===== src/hw/rtl/vdsid_pkg.sv =====
package vdsid_pkg;

  // Default sizes handed to the top level
  localparam int PHASES_DEF        = 3;
  localparam int VALUE_BITS_DEF    = 16;
  localparam int DURATION_BITS_DEF = 24;

  // Event detectors kept for each phase
  localparam int NUM_KINDS = 3;

  typedef enum logic [1:0] {
    KIND_DIP   = 2'd0,
    KIND_SWELL = 2'd1,
    KIND_INTR  = 2'd2
  } kind_t;

  // Register file: four 32-bit words
  localparam int ADDR_W = 4;
  localparam int DATA_W = 32;

  localparam logic [1:0] REG_DIP_THR   = 2'd0;
  localparam logic [1:0] REG_SWELL_THR = 2'd1;
  localparam logic [1:0] REG_INTR_THR  = 2'd2;
  localparam logic [1:0] REG_DECLARED  = 2'd3;

  // Register reset values, converter units
  localparam int DIP_THR_RST   = 20700;
  localparam int SWELL_THR_RST = 25300;
  localparam int INTR_THR_RST  = 1150;
  localparam int DECLARED_RST  = 23000;

  // Hysteresis is 2% of the declared voltage, i.e. declared / 50
  localparam int HYST_DIV   = 50;
  // Extra shift that keeps the reciprocal multiply exact for divisors below 64
  localparam int HYST_EXTRA = 6;

endpackage


===== src/hw/rtl/voltage_dip_swell_interruption_detector_core.sv =====
// Channel   Direction  Handshake           Payload
// in_       request    in_valid/in_stall   phase, rms_value
// out_      result     out_valid/out_stall phase_res, event_kind, ended, extreme_value,
//                                          duration_halfcycles, last
// cfg       APB write  psel/penable/pready four 32-bit registers at byte offsets 0,4,8,12
//
// A request is registered, then evaluated against per-phase detector state;
// its zero to three results go into a three-slot result buffer.
// One result leaves per cycle while the output is not stalled.
// A new request is taken while the buffer still shows the last result of the previous one,
// provided that result is accepted. Reset is synchronous, active low; it clears the detector
// flags and durations. A stalled output holds its result; the input stalls only while a
// request waits in the input register and the buffer still holds results that do not all leave this cycle.
module voltage_dip_swell_interruption_detector_core #(
  parameter int PHASES        = vdsid_pkg::PHASES_DEF,
  parameter int VALUE_BITS    = vdsid_pkg::VALUE_BITS_DEF,
  parameter int DURATION_BITS = vdsid_pkg::DURATION_BITS_DEF,
  localparam int PH_W         = (PHASES > 4) ? $clog2(PHASES) : 2
) (
  input  logic                                 clk,
  input  logic                                 rst_n,
  // request channel
  input  logic                                 in_valid,
  output logic                                 in_stall,
  input  logic [PH_W-1:0]                      in_phase,
  input  logic [VALUE_BITS-1:0]                in_rms_value,
  // result channel
  output logic                                 out_valid,
  input  logic                                 out_stall,
  output logic [PH_W-1:0]                      out_phase_res,
  output logic [1:0]                           out_event_kind,
  output logic                                 out_ended,
  output logic [VALUE_BITS-1:0]                out_extreme_value,
  output logic [DURATION_BITS-1:0]             out_duration_halfcycles,
  output logic                                 out_last,
  // configuration port
  input  logic                                 psel,
  input  logic                                 penable,
  input  logic                                 pwrite,
  input  logic [vdsid_pkg::ADDR_W-1:0]         paddr,
  input  logic [vdsid_pkg::DATA_W-1:0]         pwdata,
  output logic [vdsid_pkg::DATA_W-1:0]         prdata,
  output logic                                 pready
);

  localparam int NK         = vdsid_pkg::NUM_KINDS;
  localparam int VX_W       = VALUE_BITS + 1;
  localparam int PROD_W     = 2 * VALUE_BITS + 1;
  localparam int HYST_SHIFT = VALUE_BITS + vdsid_pkg::HYST_EXTRA;
  localparam logic [63:0] HYST_MUL_FULL =
      ((64'd1 << HYST_SHIFT) + 64'(vdsid_pkg::HYST_DIV - 1)) / 64'(vdsid_pkg::HYST_DIV);
  localparam logic [VALUE_BITS:0] HYST_MUL = HYST_MUL_FULL[VALUE_BITS:0];
  localparam logic [VALUE_BITS-1:0] HYST_RST =
      VALUE_BITS'(vdsid_pkg::DECLARED_RST / vdsid_pkg::HYST_DIV);
  localparam logic [DURATION_BITS-1:0] DUR_MAX = '1;

  // ---------------------------------------------------------------------------
  // Configuration registers
  // ---------------------------------------------------------------------------
  logic [VALUE_BITS-1:0] dip_thr_r, swell_thr_r, intr_thr_r, decl_r, hyst_r;
  logic [VALUE_BITS-1:0] hyst_nxt;
  logic [PROD_W-1:0]     hyst_prod;
  logic                  cfg_wr;
  logic [1:0]            reg_idx;

  assign pready  = 1'b1;
  assign cfg_wr  = psel & penable & pwrite & pready;
  assign reg_idx = paddr[vdsid_pkg::ADDR_W-1:2];

  always_ff @(posedge clk) begin
    if (!rst_n) begin
      dip_thr_r   <= VALUE_BITS'(vdsid_pkg::DIP_THR_RST);
      swell_thr_r <= VALUE_BITS'(vdsid_pkg::SWELL_THR_RST);
      intr_thr_r  <= VALUE_BITS'(vdsid_pkg::INTR_THR_RST);
      decl_r      <= VALUE_BITS'(vdsid_pkg::DECLARED_RST);
    end else if (cfg_wr) begin
      unique case (reg_idx)
        vdsid_pkg::REG_DIP_THR:   dip_thr_r   <= pwdata[VALUE_BITS-1:0];
        vdsid_pkg::REG_SWELL_THR: swell_thr_r <= pwdata[VALUE_BITS-1:0];
        vdsid_pkg::REG_INTR_THR:  intr_thr_r  <= pwdata[VALUE_BITS-1:0];
        vdsid_pkg::REG_DECLARED:  decl_r      <= pwdata[VALUE_BITS-1:0];
        default: ;
      endcase
    end
  end

  // Read-back mux
  always_comb begin
    unique case (reg_idx)
      vdsid_pkg::REG_DIP_THR:   prdata = vdsid_pkg::DATA_W'(dip_thr_r);
      vdsid_pkg::REG_SWELL_THR: prdata = vdsid_pkg::DATA_W'(swell_thr_r);
      vdsid_pkg::REG_INTR_THR:  prdata = vdsid_pkg::DATA_W'(intr_thr_r);
      vdsid_pkg::REG_DECLARED:  prdata = vdsid_pkg::DATA_W'(decl_r);
      default:                  prdata = '0;
    endcase
  end

  // Hysteresis = declared / 50 via reciprocal multiply, registered
  assign hyst_prod = PROD_W'(decl_r) * PROD_W'(HYST_MUL);
  assign hyst_nxt  = VALUE_BITS'(hyst_prod >> HYST_SHIFT);

  always_ff @(posedge clk) begin
    if (!rst_n) begin
      hyst_r <= HYST_RST;
    end else begin
      hyst_r <= hyst_nxt;
    end
  end

  // ---------------------------------------------------------------------------
  // Input register
  // ---------------------------------------------------------------------------
  logic                  s1_v_r;
  logic [PH_W-1:0]       s1_phase_r;
  logic [VALUE_BITS-1:0] s1_val_r;
  logic                  s1_go;
  logic                  buf_free;
  logic                  in_fire;
  logic                  out_fire;

  assign in_stall = s1_v_r & ~buf_free;
  assign in_fire  = in_valid & ~in_stall;
  assign s1_go    = s1_v_r & buf_free;

  always_ff @(posedge clk) begin
    if (!rst_n) begin
      s1_v_r <= 1'b0;
    end else if (!s1_v_r || s1_go) begin
      s1_v_r <= in_valid;
    end
  end

  always_ff @(posedge clk) begin
    if (in_fire) begin
      s1_phase_r <= in_phase;
      s1_val_r   <= in_rms_value;
    end
  end

  // ---------------------------------------------------------------------------
  // Per-phase detector state
  // ---------------------------------------------------------------------------
  logic                     act_r [NK][PHASES];
  logic [VALUE_BITS-1:0]    ext_r [NK][PHASES];
  logic [DURATION_BITS-1:0] dur_r [NK][PHASES];

  logic                     phase_ok;
  logic [NK-1:0]            start, stop, fire;
  logic [VALUE_BITS-1:0]    ext_nxt [NK];
  logic [DURATION_BITS-1:0] dur_nxt [NK];
  logic [VX_W-1:0]          vx, hx, dipx, swx, intrx;

  assign phase_ok = ({1'b0, s1_phase_r} < (PH_W + 1)'(PHASES));

  // Start/stop conditions, compared one bit wider so threshold +/- H never wraps
  always_comb begin
    vx    = VX_W'(s1_val_r);
    hx    = VX_W'(hyst_r);
    dipx  = VX_W'(dip_thr_r);
    swx   = VX_W'(swell_thr_r);
    intrx = VX_W'(intr_thr_r);
    start[int'(vdsid_pkg::KIND_DIP)]   = (s1_val_r < dip_thr_r) && (s1_val_r > intr_thr_r);
    stop[int'(vdsid_pkg::KIND_DIP)]    = (vx >= dipx + hx) || (s1_val_r < intr_thr_r);
    start[int'(vdsid_pkg::KIND_SWELL)] = (s1_val_r > swell_thr_r);
    stop[int'(vdsid_pkg::KIND_SWELL)]  = (vx + hx <= swx);
    start[int'(vdsid_pkg::KIND_INTR)]  = (s1_val_r < intr_thr_r);
    stop[int'(vdsid_pkg::KIND_INTR)]   = (vx >= intrx + hx);
  end

  // Extreme and duration update for each detector of the addressed phase
  always_comb begin
    logic                     act_o;
    logic [VALUE_BITS-1:0]    ext_o;
    logic [DURATION_BITS-1:0] dur_o;
    for (int k = 0; k < NK; k++) begin
      act_o = act_r[k][s1_phase_r];
      ext_o = ext_r[k][s1_phase_r];
      dur_o = dur_r[k][s1_phase_r];
      fire[k] = phase_ok & (act_o | start[k]);
      if (!act_o) begin
        // fresh event: extreme is this value, duration restarts
        ext_nxt[k] = s1_val_r;
        dur_nxt[k] = '0;
      end else begin
        if (k == int'(vdsid_pkg::KIND_SWELL)) begin
          ext_nxt[k] = (s1_val_r > ext_o) ? s1_val_r : ext_o;
        end else begin
          ext_nxt[k] = (s1_val_r < ext_o) ? s1_val_r : ext_o;
        end
        dur_nxt[k] = (dur_o == DUR_MAX) ? dur_o : dur_o + 1'b1;
      end
    end
  end

  // Active flags and durations
  always_ff @(posedge clk) begin
    if (!rst_n) begin
      for (int k = 0; k < NK; k++) begin
        for (int p = 0; p < PHASES; p++) begin
          act_r[k][p] <= 1'b0;
          dur_r[k][p] <= '0;
        end
      end
    end else if (s1_go) begin
      for (int k = 0; k < NK; k++) begin
        if (fire[k]) begin
          act_r[k][s1_phase_r] <= ~stop[k];
          dur_r[k][s1_phase_r] <= stop[k] ? '0 : dur_nxt[k];
        end
      end
    end
  end

  // Extremes: written at start and while active, no reset
  always_ff @(posedge clk) begin
    if (s1_go) begin
      for (int k = 0; k < NK; k++) begin
        if (fire[k]) begin
          ext_r[k][s1_phase_r] <= ext_nxt[k];
        end
      end
    end
  end

  // ---------------------------------------------------------------------------
  // Result buffer: one slot per detector, drained lowest kind first
  // ---------------------------------------------------------------------------
  logic [NK-1:0]            res_mask_r;
  logic [PH_W-1:0]          res_phase_r;
  logic [NK-1:0]            res_end_r;
  logic [VALUE_BITS-1:0]    res_ext_r [NK];
  logic [DURATION_BITS-1:0] res_dur_r [NK];
  logic [NK-1:0]            low_bit;
  vdsid_pkg::kind_t         sel;

  assign low_bit  = res_mask_r & (~res_mask_r + 1'b1);
  assign out_fire = out_valid & ~out_stall;
  assign buf_free = (res_mask_r == '0) || (~out_stall && $onehot(res_mask_r));

  always_comb begin
    sel = vdsid_pkg::KIND_DIP;
    for (int k = NK - 1; k >= 0; k--) begin
      if (res_mask_r[k]) begin
        sel = vdsid_pkg::kind_t'(k);
      end
    end
  end

  always_ff @(posedge clk) begin
    if (!rst_n) begin
      res_mask_r <= '0;
    end else if (s1_go) begin
      res_mask_r <= fire;
    end else if (out_fire) begin
      res_mask_r <= res_mask_r & ~low_bit;
    end
  end

  always_ff @(posedge clk) begin
    if (s1_go) begin
      res_phase_r <= s1_phase_r;
      res_end_r   <= stop;
      for (int k = 0; k < NK; k++) begin
        res_ext_r[k] <= ext_nxt[k];
        res_dur_r[k] <= dur_nxt[k];
      end
    end
  end

  // Output drive
  assign out_valid               = |res_mask_r;
  assign out_phase_res           = res_phase_r;
  assign out_event_kind          = sel;
  assign out_ended               = res_end_r[sel];
  assign out_extreme_value       = res_ext_r[sel];
  assign out_duration_halfcycles = res_dur_r[sel];
  assign out_last                = $onehot(res_mask_r);

`ifndef NO_ASSERTIONS
  // Buffer holds its contents while the result is stalled
  a_hold_stalled: assert property (@(posedge clk) disable iff (!rst_n)
    out_valid && out_stall && !s1_go |=> $stable(res_mask_r))
    else $error("result buffer changed under stall");

  // An accepted result without a refill removes exactly one slot
  a_drain_one: assert property (@(posedge clk) disable iff (!rst_n)
    out_fire && !s1_go |=> $countones(res_mask_r) == $countones($past(res_mask_r)) - 1)
    else $error("result drain removed wrong number of slots");

  // Input stalls only when a request is waiting in the input register
  a_stall_cause: assert property (@(posedge clk) disable iff (!rst_n)
    in_stall |-> s1_v_r && (res_mask_r != '0))
    else $error("input stalled with nothing pending");

  // Buffer is refilled only once the previous request's results are all taken
  a_no_overwrite: assert property (@(posedge clk) disable iff (!rst_n)
    s1_go && out_valid |-> out_last && !out_stall)
    else $error("result buffer overwritten before drained");
`endif

endmodule

===== config.mk =====
export PLATFORM = sky130hd
export DESIGN_NAME = voltage_dip_swell_interruption_detector_core
export DESIGN_NICKNAME = d
export VERILOG_FILES = /design/src/hw/rtl/vdsid_pkg.sv /design/src/hw/rtl/voltage_dip_swell_interruption_detector_core.sv
export SDC_FILE = /design/constraint.sdc
export NUM_CORES = 2
export LEC_CHECK = 0
export ABC_AREA = 1
export BUFFER_PORTS_ARGS = -buffer_cell sky130_fd_sc_hd__buf_4
export CORE_AREA = 2 2 290 292
export CTS_CLUSTER_DIAMETER = 100
export DETAILED_ROUTE_END_ITERATION = 7
export DIE_AREA = 0 0 292 294
export GPL_TIMING_DRIVEN = 1
export HOLD_SLACK_MARGIN = 0.02
export PLACE_DENSITY = 0.59
export SLEW_MARGIN = 20
export SYNTH_ARGS = -nofsm -noshare
export SYNTH_HDL_FRONTEND = slang
export SYNTH_SLANG_ARGS = --single-unit

===== constraint.sdc =====
create_clock -name clk -period 6.05 [get_ports clk]
set_input_delay 1.21 -clock clk [delete_from_list [all_inputs] [get_ports clk]]
set_output_delay 1.21 -clock clk [all_outputs]
set_load 0.005 [all_outputs]

# ---- Word level (Yosys, flattened, before mapping)
# Memory sizes are Yosys's and may differ from the RTL's.
# Index checks and enable logic that the tools add are counted.
dict set report classes {
  n_lt_le_gt_ge 14
  bitwise_logic 248
  n_reduce_logical 15
  mux 302
  mul 1
  eq_ne 7
  n_addsub 9
}
# cell n
set op_table {}
lappend op_table {{$mux 24} 16}
lappend op_table {{$mux 1} 245}
lappend op_table {{$or 1x1->1} 228}
lappend op_table {{$mux 72} 3}
lappend op_table {{$mux 16} 13}
lappend op_table {{$bmux 24 s2} 3}
lappend op_table {{$mux 48} 3}
lappend op_table {{$pmux 32 s4} 1}
lappend op_table {{$bmux 16 s2} 3}
lappend op_table {{$add 24x1->24 const B} 3}
lappend op_table {{$eq 24x24->1 const B} 3}
lappend op_table {{$lt 16x16->1} 4}
lappend op_table {{$add 16x16->17} 3}
lappend op_table {{$demux 24 s2} 1}
lappend op_table {{$gt 16x16->1} 3}
lappend op_table {{$ge 16x17->1} 2}
lappend op_table {{$mul 16x17->33 const B} 1}
lappend op_table {{$demux 16 s2} 1}
lappend op_table {{$le 17x16->1} 1}
lappend op_table {{$mux 3} 5}
lappend op_table {{$and 1x1->1} 9}
lappend op_table {{$bmux 1 s2} 4}
lappend op_table {{$reduce_and 2->1} 4}
lappend op_table {{$and 3x3->3} 2}
lappend op_table {{other kinds (21)} 35}
dict set report word_totals {
  memories 5
  reg_bits 107
  mem_bits_rw 489
}
# name words word_bits read_ports rd_clocked_by_memory_dff wr line
set mem_list {}
lappend mem_list {dur_r 3 72 3 0 3 voltage_dip_swell_interruption_detector_core.sv:145} ;# logic [DURATION_BITS-1:0] dur_r [NK][PHASES];
lappend mem_list {ext_r 3 48 3 0 3 voltage_dip_swell_interruption_detector_core.sv:144} ;# logic [VALUE_BITS-1:0] ext_r [NK][PHASES];
lappend mem_list {res_dur_r 3 24 1 0 3 voltage_dip_swell_interruption_detector_core.sv:232} ;# logic [DURATION_BITS-1:0] res_dur_r [NK];
lappend mem_list {res_ext_r 3 16 1 0 3 voltage_dip_swell_interruption_detector_core.sv:231} ;# logic [VALUE_BITS-1:0] res_ext_r [NK];
lappend mem_list {act_r 3 3 3 0 3 voltage_dip_swell_interruption_detector_core.sv:143} ;# logic act_r [NK][PHASES];

# ---- Depth between registers and ports, before layout
dict set report depth {
  word_depth 11
  mapped_depth 23
  mapped_depth_nobuf 23
}

# ---- Worst setup path after synthesis
# OpenSTA, ideal clock, no wires.
dict set report synth_timing {
  kind {register -> register}
  start {register decl_r[13]}
  end {register hyst_r[8]}
  required_time_ns 5.921
  path_slack_ns 1.075
  arrival_ns 4.846
  n_path_buf 0
  setup_ns 0.129
  period_less_slack_ns 4.975
  stages_incl_launch_ff 20
  path_cell_list {dfxtp_1 fa_1 inv_1 fa_1 inv_1 fa_1 fa_1 fa_1 inv_1 fa_1 inv_1 ha_1 a21oi_1 o21ai_0 a21oi_1 o21ai_0 a21oi_1 nand2_1 nand2_1 nand3_1}
}
dict set report synth_between {
  elab_chain_len 1
}
# item line
set synth_rtl {}
lappend synth_rtl {{start: declaration} voltage_dip_swell_interruption_detector_core.sv:60} ;# logic [VALUE_BITS-1:0] dip_thr_r, swell_thr_r, intr_thr_r, decl_r, hyst_r;
lappend synth_rtl {{start signal: assignment} voltage_dip_swell_interruption_detector_core.sv:75} ;# decl_r <= VALUE_BITS'(vdsid_pkg::DECLARED_RST);
lappend synth_rtl {{start signal: assignment} voltage_dip_swell_interruption_detector_core.sv:81} ;# vdsid_pkg::REG_DECLARED: decl_r <= pwdata[VALUE_BITS-1:0];
lappend synth_rtl {{$mul 16x17->33} voltage_dip_swell_interruption_detector_core.sv:99} ;# assign hyst_prod = PROD_W'(decl_r) * PROD_W'(HYST_MUL);
lappend synth_rtl {{end signal: assignment} voltage_dip_swell_interruption_detector_core.sv:106} ;# hyst_r <= hyst_nxt;
lappend synth_rtl {{end: declaration} voltage_dip_swell_interruption_detector_core.sv:60}
# Every way passes these cells.
# A chain may end at the register's enable or synchronous reset.

# ---- Worst setup path after layout
dict set report layout_timing {
  start {register decl_r[12]}
  end {register hyst_r[4]}
}
# Same word-level chain as after synthesis.

==> metrics.txt <==
Worst slew margin=slightly below 30%; WL final=roughly 110 mm; cts repair resizes=0; Max Fanout on Critical Path=7; CP delay by family, top=adder cells; Core ar.=between 80000 and 90000 um^2; Syn Std Cell Area=37000 um^2; Post-Layout Cell Count=between 5000 and 6000; I/O Pins=142; DP HPWL=approximately 76 mm; crit path DAT=around 6.1 ns; GR Overflow Total=0; post-route DRC violation count=0; Post-DRT Antenna Nets=0; die area=between 80000 and 90000 um^2; final hold violations=0; register area share after synthesis=45.7%; fin crit share=between 90% and 100%; row count=106; HP Class=reg2reg; placed insts=around 5200; max_cap viols=0; clk_lat worst skew=approximately 0.6 ns; largest net degree at the start of global routing=104; Clock Pin Slew Worst Setup and Hold Paths=0.06 ns; Total Routing Usage GR=24.9%; DR vias=roughly 29000; Cell variety after synth=56; vias per inst=about 5.4; crit path setup slack, layout=between 0.5 and 0.6 ns; Int Pwr=roughly 8.4 mW; Die Y=just under 300 um; Sequential Power Share=about 37%; DRT Pass-1 Iters=7; CTS H-tree lvls=3; CP endpoint kind=flip-flop; CTS root buffer=clkbuf_16; initial DRC count=about 2200; CTS tree=done; Initial Util=44.7%; Post-Syn Instances=~4100; first-pass GRT wire length=between 150 and 200 mm; Setup TNS=0 ns; diode count=0; CTS Sinks=approximately 600; Post-synth EDFFs=roughly 510; RSZ-0062 raised after global routing=no; CP max stage delay=a little under 0.6 ns; share of cells above drive strength 1=approximately 8%; IR drop worst, VDD=between 0.2 and 0.25 mV; Fill cells=slightly below 8000; status=completed; clock buffer depth=3; PwrDens=311 nW/um^2; Final nets=~4700; die width=292 um; Slew Viols, Final=0; most frequent cells in the layout=nand2_1 (1003), edfxtp_1 (511), nor2_1 (479), inv_1 (465), ha_1 (310); power share of the combinational group=a little under a third; Clock power frac=about a third; WS Path Type=reg2reg; post-route cell area=approximately 41000 um^2; Switch Pwr=between 4 and 5 mW; Worst setup SP type=flip-flop; vias in the first global route=27700; final setup violation count=0; main flop type after synthesis=edfxtp_1; placed cell area=approximately 39000 um^2; data required time of the critical path=between 6 and 7 ns; Critical path buffers and inverters=2; #FFs+latches synth=between 500 and 600; Port-buffer cells=~110; DP Worst Slack=about 0.6 ns; most used cell along the critical path=fa_1; Hold Slack=~0.47 ns; commonest non-fill, non-tap cell in the layout=nand2_1; yosys warns=0; CP Cell Sequence=fa_1, fa_1, inv_1, fa_1, inv_1, fa_1, fa_1, fa_1, ha_1, nand2_1, nor2_1, nand3_1, nor4_1, nor2_1, nand2_1, o21ai_0, a21oi_1; final core utilization=between 40% and 50%; Pwr Total=12.8 mW; Syn Area/Cell=roughly 9.1 um^2; GP Congestion=between 0.9 and 1; Least-Margin Pin Slew=between 1 and 1.5 ns; CTS buffer count=between 60 and 70; CP max-delay cell=fa_1; Switching Fraction=34.3%; Setup Fix Bufs, Post-CTS=0; ys async rst share=0%; post-DR wirelength/cell=roughly 20 um; synthesis-to-layout area growth=11.6%; crit path time final=between 5 and 6 ns; # hold bufs at CTS=0; Setup Skew=around 0.023 ns; initial antenna violation count=0; FMAX=180 MHz; Pleak=approximately 18 nW
-- cells by family (layout without fill, tap and decap cells) --
| family | Yosys count | count (layout) | synth area share (%) |
|---|---|---|---|
| compound gates | 499 | 499 | 8.22 |
| xor+xnor | 66 | 66 | 1.56 |
| fa+ha+maj | 411 | 411 | 15.9 |
| buf+inv | 610 | 778 | 6.72 |
| flops | 591 | 591 | 45.7 |
| other cells | 2 | 17 | 0.0203 |
| simple gates | 1900 | 1900 | 21.8 |
-- power groups by stage --
stage	Sequential, mW	Combinational [mW]	Clock, mW
finish	4.79	4.00	4.05
global route	4.80	4.57	4.28
CTS	4.79	3.97	4.12
detailed placement	4.87	3.93	0
global placement	4.87	3.90	0
floorplan	4.82	2.82	0
-- sequential cells by signal (all words and copies together), names as in the netlist --
| signal | count |
|---|---|
| dur_r | 216 |
| ext_r | 144 |
| res_dur_r | 72 |
| res_ext_r | 48 |
| decl_r | 16 |
| dip_thr_r | 16 |
| intr_thr_r | 16 |
| s1_val_r | 16 |
| swell_thr_r | 16 |
| hyst_r | 11 |
| act_r | 9 |
| res_end_r | 3 |
| res_mask_r | 3 |
| out_phase_res | 2 |
| s1_phase_r | 2 |
| s1_v_r | 1 |
-- synth_stat cells (19+ instances only) --
cell type | instances | area [um^2]
nand3b_1 | 70 | 526
a21oi_1 | 159 | 796
nand4_1 | 44 | 275
edfxtp_1 | 511 | 15300
nand2_1 | 1004 | 3770
ha_1 | 310 | 3880
buf_4 | 32 | 240
nor2_1 | 480 | 1800
xor2_1 | 35 | 307
nand3_1 | 216 | 1080
a22oi_1 | 42 | 315
a21boi_0 | 43 | 323
xnor2_1 | 31 | 272
inv_1 | 466 | 1750
nor3_1 | 19 | 95.1
o211ai_1 | 32 | 240
dfxtp_1 | 80 | 1600
fa_1 | 101 | 2020
o21ai_0 | 110 | 551
a31oi_1 | 47 | 294
clkbuf_1 | 57 | 214
buf_2 | 31 | 155
-- routing by layer --
metal	track usage [%]	vias up	wire, um
li1	-	13900	-
met1	34.7	13700	47900
met2	40.7	830	49200
met3	3.04	131	6640
met4	7.34	0	2840
met5	0	-	0
-- path summary, 6_finish.rpt --
kind / from / end / slack [ns] / cells after the start
setup reg to reg: decl_r[12] / hyst_r[4] / 0.50 / 17
hold / removal: act_r[0][8] / act_r[0][8] / 0.47 / 2
setup / recovery: decl_r[12] / hyst_r[4] / 0.50 / 17
hold reg to reg: act_r[0][8] / act_r[0][8] / 0.47 / 2
-- worst register-to-register path, stage by stage, from the launching register on --
cell     delay (ns)
dfxtp_1        0.54
fa_1           0.59
fa_1           0.52
inv_1          0.05
fa_1           0.53
inv_1          0.06
fa_1           0.53
fa_1           0.53
fa_1           0.52
ha_1           0.36
nand2_1        0.15
nor2_1         0.24
nand3_1        0.15
nor4_1         0.28
nor2_1         0.09
nand2_1        0.08
o21ai_0        0.07
a21oi_1        0.19
-- cell type report --
class / count / area [um^2] / share of cell area [%]
Timing Repair Buffer: 181 / 1400 / 3.38
Sequential cell: 591 / 16900 / 41.0
Clock buffer: 91 / 1830 / 4.43
Multi-Input combinational cell: 2893 / 17700 / 42.8
Tap cell: 1080 / 1350 / 3.27
Clock inverter: 33 / 323 / 0.781
Inverter: 473 / 1780 / 4.31
Power figures use the tool's default switching activity.
